$ cat src/rtl/core/id3v2_tag_frame_parser_core_defines.svh
// Assertion macros for the tag parser core
`ifndef ID3V2_TAG_FRAME_PARSER_CORE_DEFINES_SVH
`define ID3V2_TAG_FRAME_PARSER_CORE_DEFINES_SVH
`ifndef NO_ASSERTIONS
`define ID3P_ASSERT(lbl, prop, msg) \
    lbl: assert property (@(posedge i_clk) disable iff (!i_rst_n) prop) else $error(msg);
`define ID3P_ASSERT_NORST(lbl, prop, msg) \
    lbl: assert property (@(posedge i_clk) prop) else $error(msg);
`else
`define ID3P_ASSERT(lbl, prop, msg)
`define ID3P_ASSERT_NORST(lbl, prop, msg)
`endif
`endif

$ cat src/rtl/core/id3p_pkg.sv
package id3p_pkg;
    typedef enum logic [2:0] {
        EV_ACCEPT = 3'd0,
        EV_ENC    = 3'd1,
        EV_TEXT   = 3'd2,
        EV_DONE   = 3'd3,
        EV_BAD    = 3'd4
    } t_event;

    typedef struct packed {
        logic [2:0] event_res;
        logic [1:0] field_kind;
        logic [7:0] value;
        logic       last;
    } t_res;

    typedef struct packed {
        logic [1:0] n;
        t_res       r0;
        t_res       r1;
    } t_push;

    localparam logic [28:0] CONSUMED_MAX = 29'h1FFF_FFFF;
    localparam logic [31:0] SKIP_MAX     = 32'h0FFF_FFFF;

    localparam logic [31:0] ID_TPE1 = 32'h5450_4531;
    localparam logic [31:0] ID_TALB = 32'h5441_4C42;
    localparam logic [31:0] ID_TIT2 = 32'h5449_5432;
    localparam logic [31:0] ID_TRCK = 32'h5452_434B;
    localparam logic [31:0] ID_TP1  = 32'h0054_5031;
    localparam logic [31:0] ID_TAL  = 32'h0054_414C;
    localparam logic [31:0] ID_TT2  = 32'h0054_5432;
    localparam logic [31:0] ID_TRK  = 32'h0054_524B;
endpackage

$ cat src/rtl/core/id3p_front.sv
module id3p_front (
    input  logic           i_clk,
    input  logic           i_rst_n,
    input  logic           i_valid,
    output logic           o_ready,
    input  logic [7:0]     i_stream_byte,
    input  logic           i_file_start,
    input  logic           i_space,
    output id3p_pkg::t_push o_push
);
    import id3p_pkg::*;

    typedef enum logic [3:0] {
        PH_IDLE, PH_HDR, PH_EXT_SIZE, PH_EXT_SKIP, PH_FRAME,
        PH_FIELD_ENC, PH_FIELD_TEXT, PH_SKIP, PH_DONE
    } t_phase;

    t_phase      r_phase, n_phase, e_phase;
    logic [3:0]  r_pos, n_pos, e_pos;
    logic [2:0]  r_ver, n_ver, e_ver;
    logic [7:0]  r_flags, n_flags, e_flags;
    logic [27:0] r_tlen, n_tlen, e_tlen;
    logic [28:0] r_cons, n_cons, e_cons;
    logic [31:0] r_fid, n_fid, e_fid;
    logic [31:0] r_pl, n_pl, e_pl;
    logic [1:0]  r_cf, n_cf, e_cf;
    logic [27:0] r_skip, n_skip, e_skip;

    logic        acc;
    logic        do_bnd;
    logic        bnd_ok;
    logic        bad;
    logic        v2;
    logic [3:0]  idlen;
    logic [3:0]  hlen;
    logic [31:0] skv;
    logic [2:0]  kind;
    t_push       push;
    t_res        res;

    assign o_ready = i_space;
    assign acc     = i_valid && i_space;

    always_comb begin
        if (i_file_start) begin
            e_phase = PH_HDR;  e_pos = '0; e_ver = '0; e_flags = '0; e_tlen = '0;
            e_cons = '0; e_fid = '0; e_pl = '0; e_cf = '0; e_skip = '0;
        end else begin
            e_phase = r_phase; e_pos = r_pos; e_ver = r_ver; e_flags = r_flags;
            e_tlen = r_tlen; e_cons = r_cons; e_fid = r_fid; e_pl = r_pl;
            e_cf = r_cf; e_skip = r_skip;
        end
    end

    always_comb begin
        n_phase = e_phase; n_pos = e_pos; n_ver = e_ver; n_flags = e_flags;
        n_tlen = e_tlen; n_cons = e_cons; n_fid = e_fid; n_pl = e_pl;
        n_cf = e_cf; n_skip = e_skip;
        push   = '0;
        res    = '0;
        do_bnd = 1'b0;
        bad    = 1'b0;
        skv    = '0;
        kind   = 3'd4;
        v2     = (e_ver == 3'd2);
        idlen  = v2 ? 4'd3 : 4'd4;
        hlen   = v2 ? 4'd6 : 4'd10;
        bnd_ok = 1'b0;

        if (e_phase != PH_IDLE && e_phase != PH_HDR && e_phase != PH_DONE
                && r_cons != CONSUMED_MAX) begin
            if (e_cons != CONSUMED_MAX) n_cons = e_cons + 29'd1;
        end

        unique case (e_phase)
            PH_HDR: begin
                bad = (e_cf != 2'd0);
                if ((e_pos == 4'd0 && i_stream_byte != 8'h49)
                        || (e_pos == 4'd1 && i_stream_byte != 8'h44)
                        || (e_pos == 4'd2 && i_stream_byte != 8'h33)) bad = 1'b1;
                if (e_pos == 4'd3) begin
                    if (i_stream_byte < 8'd2 || i_stream_byte > 8'd4) bad = 1'b1;
                    else n_ver = i_stream_byte[2:0];
                end
                if (e_pos == 4'd4 && i_stream_byte == 8'hFF) bad = 1'b1;
                if (e_pos == 4'd5) begin
                    if (i_stream_byte[3:0] != 4'd0) bad = 1'b1;
                    n_flags = i_stream_byte;
                end
                if (e_pos >= 4'd6) begin
                    if (i_stream_byte[7]) bad = 1'b1;
                    n_tlen = {e_tlen[20:0], i_stream_byte[6:0]};
                end
                n_cf  = bad ? 2'd1 : e_cf;
                n_pos = e_pos + 4'd1;
                if (e_pos == 4'd9) begin
                    if (bad) begin
                        res.event_res = EV_BAD;
                        push.r0 = res;
                        push.n  = 2'd1;
                        n_phase = PH_DONE;
                    end else begin
                        n_cf = 2'd0;
                        res.event_res = EV_ACCEPT;
                        res.value     = {5'd0, n_ver};
                        push.r0 = res;
                        push.n  = 2'd1;
                        if (n_ver >= 3'd3 && n_flags[6]) begin
                            n_phase = PH_EXT_SIZE;
                            n_pos   = '0;
                            n_pl    = '0;
                        end else begin
                            do_bnd = 1'b1;
                        end
                    end
                end
            end
            PH_EXT_SIZE: begin
                if (e_ver == 3'd4) n_pl = {e_pl[24:0], i_stream_byte[6:0]};
                else n_pl = {e_pl[23:0], i_stream_byte};
                n_pos = e_pos + 4'd1;
                if (n_pos >= 4'd4) begin
                    if (e_ver == 3'd4) skv = (n_pl >= 32'd4) ? n_pl - 32'd4 : 32'd0;
                    else skv = (n_pl > SKIP_MAX) ? SKIP_MAX : n_pl;
                    n_skip = skv[27:0];
                    n_pl   = '0;
                    if (skv == 32'd0) do_bnd = 1'b1;
                    else n_phase = PH_EXT_SKIP;
                end
            end
            PH_EXT_SKIP: begin
                if (e_skip != 28'd0) n_skip = e_skip - 28'd1;
                if (n_skip == 28'd0) do_bnd = 1'b1;
            end
            PH_FRAME: begin
                if (e_pos < idlen) begin
                    n_fid = {e_fid[23:0], i_stream_byte};
                end else if (e_pos < (idlen + idlen)) begin
                    if (e_ver == 3'd4) n_pl = {e_pl[24:0], i_stream_byte[6:0]};
                    else n_pl = {e_pl[23:0], i_stream_byte};
                end else if (i_stream_byte != 8'd0) begin
                    n_cf = 2'd1;
                end
                n_pos = e_pos + 4'd1;
                if (e_pos + 4'd1 >= hlen) begin
                    if (v2) begin
                        if (n_fid == ID_TP1) kind = 3'd0;
                        if (n_fid == ID_TAL) kind = 3'd1;
                        if (n_fid == ID_TT2) kind = 3'd2;
                        if (n_fid == ID_TRK) kind = 3'd3;
                    end else begin
                        if (n_fid == ID_TPE1) kind = 3'd0;
                        if (n_fid == ID_TALB) kind = 3'd1;
                        if (n_fid == ID_TIT2) kind = 3'd2;
                        if (n_fid == ID_TRCK) kind = 3'd3;
                    end
                    if (n_fid == 32'd0 && n_pl == 32'd0 && n_cf == 2'd0) begin
                        res.event_res = EV_DONE;
                        push.r0 = res;
                        push.n  = 2'd1;
                        n_phase = PH_DONE;
                    end else if (n_pl == 32'd0) begin
                        do_bnd = 1'b1;
                    end else if (kind != 3'd4) begin
                        n_cf    = kind[1:0];
                        n_phase = PH_FIELD_ENC;
                    end else begin
                        n_phase = PH_SKIP;
                    end
                end
            end
            PH_FIELD_ENC: begin
                res.field_kind = e_cf;
                res.value      = i_stream_byte;
                if (i_stream_byte <= 8'd3) begin
                    res.event_res = EV_ENC;
                    res.last      = (e_pl == 32'd1);
                    n_phase = PH_FIELD_TEXT;
                end else begin
                    res.event_res = EV_BAD;
                    n_phase = PH_SKIP;
                end
                push.r0 = res;
                push.n  = 2'd1;
                n_pl = e_pl - 32'd1;
                if (n_pl == 32'd0) do_bnd = 1'b1;
            end
            PH_FIELD_TEXT: begin
                res.event_res  = EV_TEXT;
                res.field_kind = e_cf;
                res.value      = i_stream_byte;
                res.last       = (e_pl == 32'd1);
                push.r0 = res;
                push.n  = 2'd1;
                if (e_pl != 32'd0) n_pl = e_pl - 32'd1;
                if (n_pl == 32'd0) do_bnd = 1'b1;
            end
            PH_SKIP: begin
                if (e_pl != 32'd0) n_pl = e_pl - 32'd1;
                if (n_pl == 32'd0) do_bnd = 1'b1;
            end
            default: begin
            end
        endcase

        // frame header length follows the version just taken from the main header
        bnd_ok = ({1'b0, n_cons} + ((n_ver == 3'd2) ? 30'd6 : 30'd10)) < {2'b0, n_tlen};
        if (do_bnd) begin
            if (bnd_ok) begin
                n_phase = PH_FRAME;
                n_pos = '0; n_fid = '0; n_pl = '0; n_cf = '0;
            end else begin
                res = '0;
                res.event_res = EV_DONE;
                if (push.n == 2'd0) push.r0 = res;
                else push.r1 = res;
                push.n  = push.n + 2'd1;
                n_phase = PH_DONE;
            end
        end
        if (!acc) push.n = 2'd0;
    end

    assign o_push = push;

    always_ff @(posedge i_clk) begin
        if (!i_rst_n) begin
            r_phase <= PH_IDLE; r_pos <= '0; r_ver <= '0; r_flags <= '0;
            r_tlen <= '0; r_cons <= '0; r_fid <= '0; r_pl <= '0;
            r_cf <= '0; r_skip <= '0;
        end else if (acc) begin
            r_phase <= n_phase; r_pos <= n_pos; r_ver <= n_ver; r_flags <= n_flags;
            r_tlen <= n_tlen; r_cons <= n_cons; r_fid <= n_fid; r_pl <= n_pl;
            r_cf <= n_cf; r_skip <= n_skip;
        end
    end
endmodule

$ cat src/rtl/core/id3p_queue.sv
module id3p_queue (
    input  logic            i_clk,
    input  logic            i_rst_n,
    input  id3p_pkg::t_push i_push,
    input  logic            i_pop,
    output id3p_pkg::t_res  o_head,
    output logic [2:0]      o_level,
    output logic            o_space
);
    import id3p_pkg::*;

    t_res       r_mem [4];
    logic [1:0] r_wp, r_rp;
    logic [2:0] r_lvl;

    assign o_head  = r_mem[r_rp];
    assign o_level = r_lvl;
    // leave room for the two results one request can raise
    assign o_space = (r_lvl <= 3'd2);

    always_ff @(posedge i_clk) begin
        if (i_push.n != 2'd0) r_mem[r_wp] <= i_push.r0;
        if (i_push.n == 2'd2) r_mem[r_wp + 2'd1] <= i_push.r1;
    end

    always_ff @(posedge i_clk) begin
        if (!i_rst_n) begin
            r_wp <= '0; r_rp <= '0; r_lvl <= '0;
        end else begin
            r_wp  <= r_wp + i_push.n;
            r_rp  <= r_rp + {1'b0, i_pop};
            r_lvl <= r_lvl + {1'b0, i_push.n} - {2'b0, i_pop};
        end
    end
endmodule

$ cat src/rtl/core/id3p_back.sv
module id3p_back (
    input  logic           i_clk,
    input  logic           i_rst_n,
    input  id3p_pkg::t_res i_head,
    input  logic [2:0]     i_level,
    output logic           o_pop,
    output logic           o_valid,
    input  logic           i_ready,
    output logic [2:0]     o_event_res,
    output logic [1:0]     o_field_kind,
    output logic [7:0]     o_value,
    output logic           o_last
);
    import id3p_pkg::*;

    logic r_valid;
    t_res r_res;

    assign o_pop        = (i_level != 3'd0) && (!r_valid || i_ready);
    assign o_valid      = r_valid;
    assign o_event_res  = r_res.event_res;
    assign o_field_kind = r_res.field_kind;
    assign o_value      = r_res.value;
    assign o_last       = r_res.last;

    always_ff @(posedge i_clk) begin
        if (!i_rst_n) begin
            r_valid <= 1'b0;
        end else if (o_pop) begin
            r_valid <= 1'b1;
        end else if (i_ready) begin
            r_valid <= 1'b0;
        end
    end

    always_ff @(posedge i_clk) begin
        if (o_pop) r_res <= i_head;
    end
endmodule

$ cat src/rtl/core/id3v2_tag_frame_parser_core.sv
// ID3v2 tag parser: takes one file byte per cycle and emits tag-accepted, field-encoding,
// text-byte, tag-done and invalid results. A request raises at most two results; they pass
// through a four-entry queue to an output register, so bytes flow at one per cycle while the
// queue holds two free entries, and results leave at one per cycle while i_ready is high.
`include "id3v2_tag_frame_parser_core_defines.svh"
module id3v2_tag_frame_parser_core (
    input  logic       i_clk,
    input  logic       i_rst_n,
    input  logic       i_valid,
    output logic       o_ready,
    input  logic [7:0] i_stream_byte,
    input  logic       i_file_start,
    output logic       o_valid,
    input  logic       i_ready,
    output logic [2:0] o_event_res,
    output logic [1:0] o_field_kind,
    output logic [7:0] o_value,
    output logic       o_last
);
    import id3p_pkg::*;

    t_push      push;
    t_res       head;
    logic [2:0] level;
    logic       space;
    logic       pop;

    id3p_front u_front (
        .i_clk, .i_rst_n, .i_valid, .o_ready, .i_stream_byte, .i_file_start,
        .i_space(space), .o_push(push)
    );

    id3p_queue u_queue (
        .i_clk, .i_rst_n, .i_push(push), .i_pop(pop),
        .o_head(head), .o_level(level), .o_space(space)
    );

    id3p_back u_back (
        .i_clk, .i_rst_n, .i_head(head), .i_level(level), .o_pop(pop),
        .o_valid, .i_ready, .o_event_res, .o_field_kind, .o_value, .o_last
    );

    `ID3P_ASSERT(a_level_max, level <= 3'd4, "queue overfilled")
    `ID3P_ASSERT(a_push_room, push.n != 2'd0 |-> $past(level) <= 3'd4 && level <= 3'd2, "push without room")
    `ID3P_ASSERT_NORST(a_rst_idle, !i_rst_n |=> !o_valid && level == 3'd0, "output valid after reset")
endmodule
$ cat config.mk
export PLATFORM = sky130hd
export DESIGN_NAME = id3v2_tag_frame_parser_core
export DESIGN_NICKNAME = d
export VERILOG_FILES = /design/src/rtl/core/id3p_pkg.sv /design/src/rtl/core/id3p_front.sv /design/src/rtl/core/id3p_queue.sv /design/src/rtl/core/id3p_back.sv /design/src/rtl/core/id3v2_tag_frame_parser_core.sv
export VERILOG_INCLUDE_DIRS = /design/src /design/src/rtl/core
export SDC_FILE = /design/constraint.sdc
export NUM_CORES = 1
export LEC_CHECK = 0
export BUFFER_PORTS_ARGS = -buffer_cell sky130_fd_sc_hd__buf_4
export CORE_MARGIN = 4
export CORE_UTILIZATION = 45
export DETAILED_ROUTE_END_ITERATION = 7
export GPL_ROUTABILITY_DRIVEN = 0
export PLACE_DENSITY = 0.63
export SLEW_MARGIN = 10
export SYNTH_ARGS = -nofsm -noshare
export SYNTH_HDL_FRONTEND = slang
export SYNTH_SLANG_ARGS = --single-unit
$ cat constraint.sdc
create_clock -name i_clk -period 18.15 [get_ports i_clk]
set_clock_uncertainty 0.05 [all_clocks]
set_input_delay 3.63 -clock i_clk [delete_from_list [all_inputs] [get_ports i_clk]]
set_output_delay 3.63 -clock i_clk [all_outputs]
set_load 0.02 [all_outputs]
* Word-level counts from Yosys, hierarchy flattened
Memory sizes are Yosys's and may differ from the RTL's. A register that Yosys moved wholly into a read port is not among the register bits.
Index checks and enable logic that the tools add are counted.
** Storage, ports and cells
- Output and inout port bits :: 16
- Memories :: 1
- Register bits after elaboration :: 178
- Logic and storage cells :: 250
- Bits in writable memories :: 56
** Operators by class
- Add/subtract/negate cells :: 13
- Mux-type cells :: 137
- Reductions and logical operators :: 37
- Order comparisons :: 13
- Equality and inequality tests :: 35
** Memory list
- u_queue.r_mem :: depth 4, width 14, read ports 1, clocked after Yosys merged registers in 1, write ports 2, line id3p_queue.sv:12 : t_res r_mem [4];
** Operators by type and width (number)
- $mux 32 :: 26
- $mux 28 :: 7
- $logic_not 32->1 :: 6
- $pmux 32 s6 :: 1
- $eq 32x23->1 const B :: 4
- $eq 32x31->1 const B :: 4
- $mux 29 :: 3
- $mux 4 :: 19
- $pmux 16 s4 :: 1
- $mux 30 :: 2
- $ne 29x29->1 const B :: 2
- $pmux 28 s2 :: 1
- $mux 3 :: 18
- $eq 32x1->1 const B :: 1
- $ge 32x3->1 const B :: 1
- $gt 32x28->1 const B :: 1
- $mux 16 :: 2
- $mux 2 :: 16
- $mux 8 :: 4
- $reduce_bool 32->1 :: 1
- $sub 32x1->32 const B :: 1
- $sub 32x3->32 const B :: 1
- $add 29x30->30 :: 1
- $lt 30x28->1 :: 1
- 50 further kinds :: 111

* Longest topological paths before layout
Gate-level depths: netlist (run 1).
- Depth in word-level cells :: 25
- Gate-level depth with buffers :: 50
- Depth with buffers taken out :: 39

* By module
From an unflattened synthesis (run 1), not the netlist that was laid out.
** Unflattened totals
- Cells, all modules :: 2543
- Area total of the unflattened synthesis :: 20121.8 um^2
** Modules (own cells, without submodules)
- id3p_front :: cells an instance 2345, area an instance 16392.0 um^2, times used 1
- id3p_queue :: cells an instance 179, area an instance 3251.9 um^2, times used 1
- id3p_back :: cells an instance 19, area an instance 478.0 um^2, times used 1

* Least setup slack after synthesis (run 1)
OpenSTA, ideal clock, no wires.
- Kind :: input port to flip-flop
- Start point :: input i_file_start
- End point :: register u_queue.r_lvl[2], in the netlist u_queue.o_level[2]
- Library setup time :: 0.128 ns
- Setup slack :: 4.948 ns
- Cell stages on the path :: 48
- Arrival :: 13.025 ns
- Cells stage by stage :: clkbuf_1 buf_2 buf_2 clkbuf_1 clkbuf_1 clkbuf_1 buf_2 buf_2 clkbuf_1 clkbuf_1 clkbuf_1 clkbuf_1 nor2b_1 ha_1 nand4b_1 a21o_1 o41a_1 nand4_1 (+12 left out) ha_1 nand4_1 nor4_1 nand4_1 a21oi_1 a211oi_1 nand3_1 a211oi_4 inv_2 ha_1 inv_1 a221oi_1 ha_1 inv_1 fa_1 xnor2_1 xnor2_1 nor2_1
** Between the ends
- Elaborated cells between the ends (all ways) :: 136
- Those cells by class :: add/sub: 10; order compare: 9; eq/ne: 19; mux: 73; reduce/logical: 25
** RTL lines
- from (decl) :: line id3v2_tag_frame_parser_core.sv:12 : input logic i_file_start,
- parallel branches: the longest is 5 deep, another holds $add 29x1->29
- $mux 29 * :: line id3p_front.sv:70 : if (e_phase != PH_IDLE && e_phase != PH_HDR && e_phase != PH_DONE
- via u_front.n_cons[3] :: line id3p_front.sv:23 : logic [28:0] r_cons, n_cons, e_cons;
- $add 29x30->30 * :: line id3p_front.sv:207 : bnd_ok = ({1'b0, n_cons} + ((n_ver == 3'd2) ? 30'd6 : 30'd10)) < {2'b0, n_tlen};
- $lt 30x28->1 * :: line id3p_front.sv:207
- $mux 30 * :: line id3p_front.sv:209 : if (bnd_ok) begin
- $mux 30 * :: line id3p_front.sv:208 : if (do_bnd) begin
- $mux 2 * :: line id3p_front.sv:221 : if (!acc) push.n = 2'd0;
- $add 3x2->3 * :: line id3p_queue.sv:32 : r_lvl <= r_lvl + {1'b0, i_push.n} - {2'b0, i_pop};
- $sub 3x1->3 * :: line id3p_queue.sv:32
- to (signal assigned) :: line id3p_queue.sv:32
- to (decl) :: line id3p_queue.sv:14 : logic [2:0] r_lvl;
Mark *: on every way through the listed nets, which the timed path passes. The select of a mux whose other input is x is not followed.
A chain may end at the register's enable or synchronous reset.

==> results.sh, run 1 <==
export IMPL_power_density_nw_per_um2=77.4
export IMPL_ant_nets=0
export IMPL_yosysUniqueCellTypes=95
export IMPL_critPathKind="primary input to flop"
export IMPL_critPathMaxFanout=96
export IMPL_fp_dieArea_um2=47800
export IMPL_worstPathRequired_ns=18.39
export IMPL_place_area_um2=20300
export IMPL_clkPwrFrac_pct=36.0
export IMPL_switching_share_pct=35.7
export IMPL_dpl_hpwl_um=50600
export IMPL_grt_pass1_vias=20600
export IMPL_num_vias=21800
export IMPL_cts_tree="yes"
export IMPL_multi_input_area_um2=13900
export IMPL_hold_viol_final=0
export IMPL_drt_total_wl_um=71700
export IMPL_synth_edf_count=22
export IMPL_yosys_top_cells_count="nand2_1 (315), nor2_1 (311), a21oi_1 (226), dfxtp_1 (219), clkbuf_1 (187)"
export IMPL_yosys_most_used_dff="dfxtp_1"
export IMPL_post_cts_buffers=0
export IMPL_worst_pin_slew_ns=1.36
export IMPL_rsz0062_at_grt="no"
export IMPL_fillCellCount=4291
export IMPL_htreeDepth=1
export IMPL_ff2ff_setup_slack_ns=9.43
export IMPL_period_share_pct=65.1
export IMPL_hold_class="flop to flop"
export IMPL_crit_path_end_kind="flop"
export IMPL_route_detailed_drc=0
export IMPL_port_buffers=28
export IMPL_pwr_share_comb_pct=26.9
export IMPL_syn_inst=2743
export IMPL_grt_ovfl_total=0
export IMPL_min_period_ns=11.81
export IMPL_cts_buffers=30
export IMPL_netlist_area_um2=20000
export IMPL_drive_gt1_share_pct=7.65
export IMPL_synth_top_area_share_pct=22.0
export IMPL_setup_worst_path_start_class="primary input"
export IMPL_rows=76
export IMPL_slowest_delay_ns=0.84
export IMPL_post_synth_top_count_cell="nand2_1"
export IMPL_power_switching_w=0.000587
export IMPL_synth_area_top_cells="dfxtp_1 (22%), nand2_1 (5.9%), nor2_1 (5.8%)"
export IMPL_arrival_ns=12.05
export IMPL_wl_per_cell_um=22.3
export IMPL_nets=2681
export IMPL_stdcell_area_um2=21200
export IMPL_pin_count=29
export IMPL_yosys_warnings=0
export IMPL_maxSlewHeadroom_pct=9.04
export IMPL_die_h_um=219
export IMPL_cts_sinks=241
export IMPL_initial_core_util_pct=45.9
export IMPL_vias_per_cell=6.77
export IMPL_grt_pass1_wl_um=114000
export IMPL_clock_root_buffer="clkbuf_16"
export IMPL_fin_setup_tns_ns=0
export IMPL_worstSkewPairLatency_ns=0.60
export IMPL_drt_pre_antenna_iters=6
export IMPL_yosys_register_bits=241
export IMPL_syn_nets=2816
export IMPL_setup_viol=0
export IMPL_regArea_um2=5040
export IMPL_synth_top_cell_by_area="dfxtp_1"
export IMPL_antenna_cells=0
export IMPL_async_flop_share_pct=0
export IMPL_grt_use_total_pct=29.0
export IMPL_cts_resized=0
export IMPL_power_leakage_nw=7.54
export IMPL_die_w_um=219
export IMPL_slowest_stage="nand4bb_1"
export IMPL_cts_hold_fix_buffers=0
export IMPL_antenna_found_initial=1
export IMPL_clk_pin_slew_worst_paths_ns=0.06
export IMPL_intPower_w=0.00106
export IMPL_maxCapViolations=0
export IMPL_whs_ns=0.407
export IMPL_grt_max_degree=97
export IMPL_yosysSeqAreaShare_pct=25.3
export IMPL_slew_viol_final=0
export IMPL_drt_initial_drc_count=2940
export IMPL_maxClockFrequency_ghz=0.0847
export IMPL_syn_avg_cell_area_um2=7.28
export IMPL_status="finished, final reports clean"
export IMPL_ir_worst_vdd_v=0.0000740
export IMPL_cts_buffer_depth=3
export IMPL_areaGrowthSynthToFinish_pct=6.39
export IMPL_pwr_share_seq_pct=37.1
export IMPL_coreArea_um2=43500
per-layer routing:
metal	up-vias	wire, um	track usage, %
li1	9908	-	-
met1	10200	29000	37.7
met2	1304	31000	45.6
met3	316	7590	6.31
met4	2	4080	14.0
met5	-	14	0
worst paths after layout:
check,from,endpoint,cells after the start
min reg2reg,u_queue.r_mem[2][4],u_queue.r_mem[2][4],2
min,u_queue.r_mem[2][4],u_queue.r_mem[2][4],2
max reg2reg,u_front.r_cons[1],u_queue.r_mem[2][11],32
max,i_file_start,u_queue.r_mem[2][11],32
placed cells by master (no fill, tap or decap), types with 16 or more instances in the layout:
cell | Yosys | routed
or3_1 | 28 | 28
and4_1 | 16 | 16
dfxtp_1 | 219 | 219
a22oi_1 | 40 | 40
mux2_2 | 25 | 25
a211oi_1 | 32 | 32
xor2_1 | 34 | 34
and2_1 | 27 | 26
a21o_1 | 20 | 20
nor3_1 | 112 | 112
a31oi_1 | 35 | 35
o22ai_1 | 28 | 27
ha_1 | 58 | 58
and3_1 | 29 | 29
buf_4 | 0 | 56
nor2_1 | 311 | 311
nand4_1 | 45 | 45
xnor2_1 | 44 | 44
nand2b_1 | 26 | 26
nor4_1 | 53 | 53
nand2_1 | 315 | 314
nand3_1 | 88 | 88
edfxtp_1 | 22 | 22
o211ai_1 | 18 | 18
nor2b_1 | 42 | 42
o21a_1 | 17 | 17
a21oi_1 | 226 | 225
o21ai_0 | 147 | 147
or4_1 | 32 | 32
mux2i_1 | 70 | 70
clkbuf_16 | 0 | 30
a22o_1 | 34 | 34
inv_1 | 48 | 47
or2_2 | 19 | 19
worst max-delay path: cells and delay by family:
kind	cells	cell delay [ns]
AO/OA/AOI/OAI	7	1.47
XOR/XNOR	2	0.25
adder cells (fa/ha/maj)	3	1.00
buffers and inverters	4	1.35
multiplexers	1	0.11
AND/OR/NAND/NOR	15	4.20
cells by family after synthesis:
kind of cell / Yosys count / share of synthesized area (%)
compound gates: 763 / 25.1
xor+xnor: 78 / 3.42
simple gates: 1218 / 30.4
buf+inv: 274 / 5.41
flops: 241 / 25.3
mux: 109 / 6.50
fa+ha+maj: 60 / 3.84
per-stage QoR:
stage | power, W | setup slack (ns) | utilization, % | std cells
global route | 0.00171 | 5.61 | 48.9 | 3213
finish | 0.00164 | 6.34 | 48.9 | 3213
detailed placement | 0.00105 | 5.84 | 46.7 | 3161
floorplan | 0.000918 | 4.95 | - | 2743
global placement | 0.00104 | 6.17 | 46.7 | 3161
CTS | 0.00165 | 6.48 | 48.9 | 3213
registers in the layout (all words and copies together), names as in the netlist, 3 cells and up:
| register | cells |
|---|---|
| u_queue.r_mem | 56 |
| u_front.r_pos | 4 |
| u_front.r_skip | 28 |
| u_back.o_event_res | 3 |
| u_front.r_fid | 32 |
| u_front.r_phase | 4 |
| u_front.r_tlen | 28 |
| u_front.r_cons | 29 |
| u_queue.o_level | 3 |
| u_back.o_value | 8 |
| u_front.r_ver | 3 |
| u_front.r_pl | 32 |
power by group through the flow:
stage	Combinational, W	Clock, W	Sequential [W]
2_1_floorplan	0.000301	0	0.000617
3_3_place_gp	0.000423	0	0.000618
3_5_place_dp	0.000430	0	0.000620
4_1_cts	0.000432	0.000604	0.000608
5_1_grt	0.000473	0.000625	0.000614
6_report	0.000442	0.000592	0.000610
final cells by class:
class	instances	share of cell area (%)
clock inverters	18	0.860
multi-input cells	2228	65.3
repair buffers	57	2.03
clock buffers	34	3.70
well taps	585	3.45
flip-flops and latches	241	23.7
inverters	50	0.901
Power figures use the tool's default switching activity.
==> run 2: changes to the inputs <==
--- a/config.mk
+++ b/config.mk
@@ -11,7 +11,7 @@
 export CORE_UTILIZATION = 45
 export DETAILED_ROUTE_END_ITERATION = 7
 export GPL_ROUTABILITY_DRIVEN = 0
-export PLACE_DENSITY = 0.63
+export PLACE_DENSITY = 0.65
 export SLEW_MARGIN = 10
 export SYNTH_ARGS = -nofsm -noshare
 export SYNTH_HDL_FRONTEND = slang
==> constraint.sdc (replaced) <==
create_clock -name i_clk -period 9.7 [get_ports i_clk]
set_clock_uncertainty 0.05 [all_clocks]
set_input_delay 1.94 -clock i_clk [delete_from_list [all_inputs] [get_ports i_clk]]
set_output_delay 1.94 -clock i_clk [all_outputs]
set_load 0.02 [all_outputs]
==> run 2 against run 1 <==
  * Final cell count is 0.59% higher
  * Combinational power increased by 90%
  * Total power up 90%
  * Die area did not move
  * Sequential share of layout area is 0.30 points lower
  * Highest routed layer is now met4
  * First-iteration DRC count shrank 0.17%
==> results.sh, run 2 (synthesis gave the netlist of run 1 again) <==
export IMPL_status="finished, final reports clean"
export IMPL_crit_top_cell="nand3_1"
export IMPL_setup_worst_path_start_class="primary input"
export IMPL_maxClockFrequency_ghz=0.108
export IMPL_setup_viol=0
export IMPL_nets=2696
export IMPL_num_vias=21800
export IMPL_grt_ovfl_total=0
export IMPL_period_share_pct=95.2
export IMPL_top_usage_layer="met2"
export IMPL_final_common_cell="nor2_1"
export IMPL_place_area_um2=20500
export IMPL_wl_per_cell_um=22.1
export IMPL_ant_nets=0
export IMPL_met3_usage_pct=5.08
export IMPL_initial_core_util_pct=45.9
export IMPL_cts_sinks=241
export IMPL_largest_reg_flops=56
export IMPL_ir_worst_vdd_v=0.000158
export IMPL_reg2reg_from="u_front.r_cons[1]"
export IMPL_whs_ns=0.407
export IMPL_slowest_stage="nor4_1"
export IMPL_crit_path_end_kind="flop"
export IMPL_slew_viol_final=0
export IMPL_stdcell_area_um2=21500
export IMPL_drive_gt1_share_pct=9.37
export IMPL_cts_tree="yes"
export IMPL_dpl_hpwl_um=50200
export IMPL_critPathMaxFanout=19
export IMPL_worst_pin_slew_ns=1.34
export IMPL_clk_pin_slew_worst_paths_ns=0.06
export IMPL_power_leakage_nw=7.65
export IMPL_cts_resized=0
export IMPL_vias_per_cell=6.74
export IMPL_pin_count=29
export IMPL_areaGrowthSynthToFinish_pct=7.75
export IMPL_port_buffers=28
export IMPL_arrival_ns=9.63
export IMPL_grt_use_met2_pct=45.1
export IMPL_drt_pre_antenna_iters=8
export IMPL_grt_pass1_wl_um=112000
export IMPL_startpoint="i_stream_byte[4]"
export IMPL_worstPathRequired_ns=10.09
export IMPL_top_regs="u_queue.r_mem x56, u_front.r_fid x32, u_front.r_pl x32"
export IMPL_layout_common_cells="nor2_1 (311), nand2_1 (307), a21oi_1 (225)"
export IMPL_rsz0062_at_grt="no"
export IMPL_die_w_um=219
export IMPL_p_total_w=0.00313
export IMPL_drt_total_wl_um=71500
export IMPL_worstSkewPairLatency_ns=0.60
export IMPL_maxCapViolations=0
export IMPL_cts_buffers=30
export IMPL_cts_buffer_depth=3
export IMPL_maxSlewHeadroom_pct=10.4
export IMPL_hold_viol_final=0
export IMPL_hold_class="flop to flop"
export IMPL_fp_dieArea_um2=47800
export IMPL_drt_initial_drc_count=2935
export IMPL_clock_root_buffer="clkbuf_16"
export IMPL_die_h_um=219
export IMPL_rows=76
export IMPL_slowest_delay_ns=0.91
export IMPL_grt_use_met1_pct=38.7
export IMPL_post_cts_buffers=0
export IMPL_critPathKind="primary input to flop"
export IMPL_power_density_nw_per_um2=145
export IMPL_antenna_cells=0
export IMPL_cts_hold_fix_buffers=0
export IMPL_hold_path_startpoint="u_queue.r_mem[3][10]"
export IMPL_min_period_ns=9.24
export IMPL_htreeDepth=1
export IMPL_grt_use_total_pct=28.7
export IMPL_grt_max_degree=94
export IMPL_antenna_found_initial=0
export IMPL_route_detailed_drc=0
export IMPL_regMostFlops="u_queue.r_mem"
export IMPL_grt_pass1_vias=20300
export IMPL_coreArea_um2=43500
run 2: cell types whose count changed in the layout (fill, tap and decap cells not counted), sizes merged:
cell,change
inv,-1
buf,+15
clkinv,-1
clkbuf,+4
clkinvlp,+2
run 2: through the flow:
step,setup WS [ns],setup TNS [ns],utilization (%),instances
2_1_floorplan,-0.490,-2.32,-,2743
3_3_place_gp,0.144,0,47.2,3175
3_5_place_dp,-0.0457,-0.0457,47.2,3175
4_1_cts,0.544,0,49.5,3231
5_1_grt,0.0775,0,49.5,3232
6_report,0.462,0,49.5,3232
run 2: cell type report:
class                           instances  area (um2)
Tap cell                              585         732
Sequential cell                       241        5040
Timing Repair Buffer                   72         544
Clock buffer                           38         842
Clock inverter                         18         169
Fill cell                            4266       21900
Multi-Input combinational cell       2228       14000
Inverter                               50         191
run 2: path summary, 6_finish.rpt:
kind	endpoint	slack, ns	cells past startpoint
worst max register to register	u_queue.o_level[2]	1.75	36
worst min-delay path	u_queue.r_mem[3][10]	0.41	2
worst min register to register	u_queue.r_mem[3][10]	0.41	2
worst max-delay path	u_queue.o_level[2]	0.46	36
run 2: per-layer routing:
layer / up-vias / share of wire (%)
li1: 9911 / -
met1: 10200 / 41
met2: 1375 / 43
met3: 317 / 10
met4: 0 / 5.5
met5: - / 0
run 2: worst max-delay path: cells and delay by family:
kind                     cells  cell delay [ns]
AND/OR/NAND/NOR             13             2.90
AO/OA/AOI/OAI                9             2.18
adder cells (fa/ha/maj)      5             1.47
buffers and inverters        5             0.53
XOR/XNOR                     3             0.50
multiplexers                 1             0.10
run 2: report_power, final:
group / internal (W) / total [W] / leakage [nW] / switching, W
combinational: 0.000283 / 0.000839 / 5.18 / 0.000557
sequential: 0.00107 / 0.00114 / 1.98 / 0.0000694
clock: 0.000668 / 0.00115 / 0.494 / 0.000483
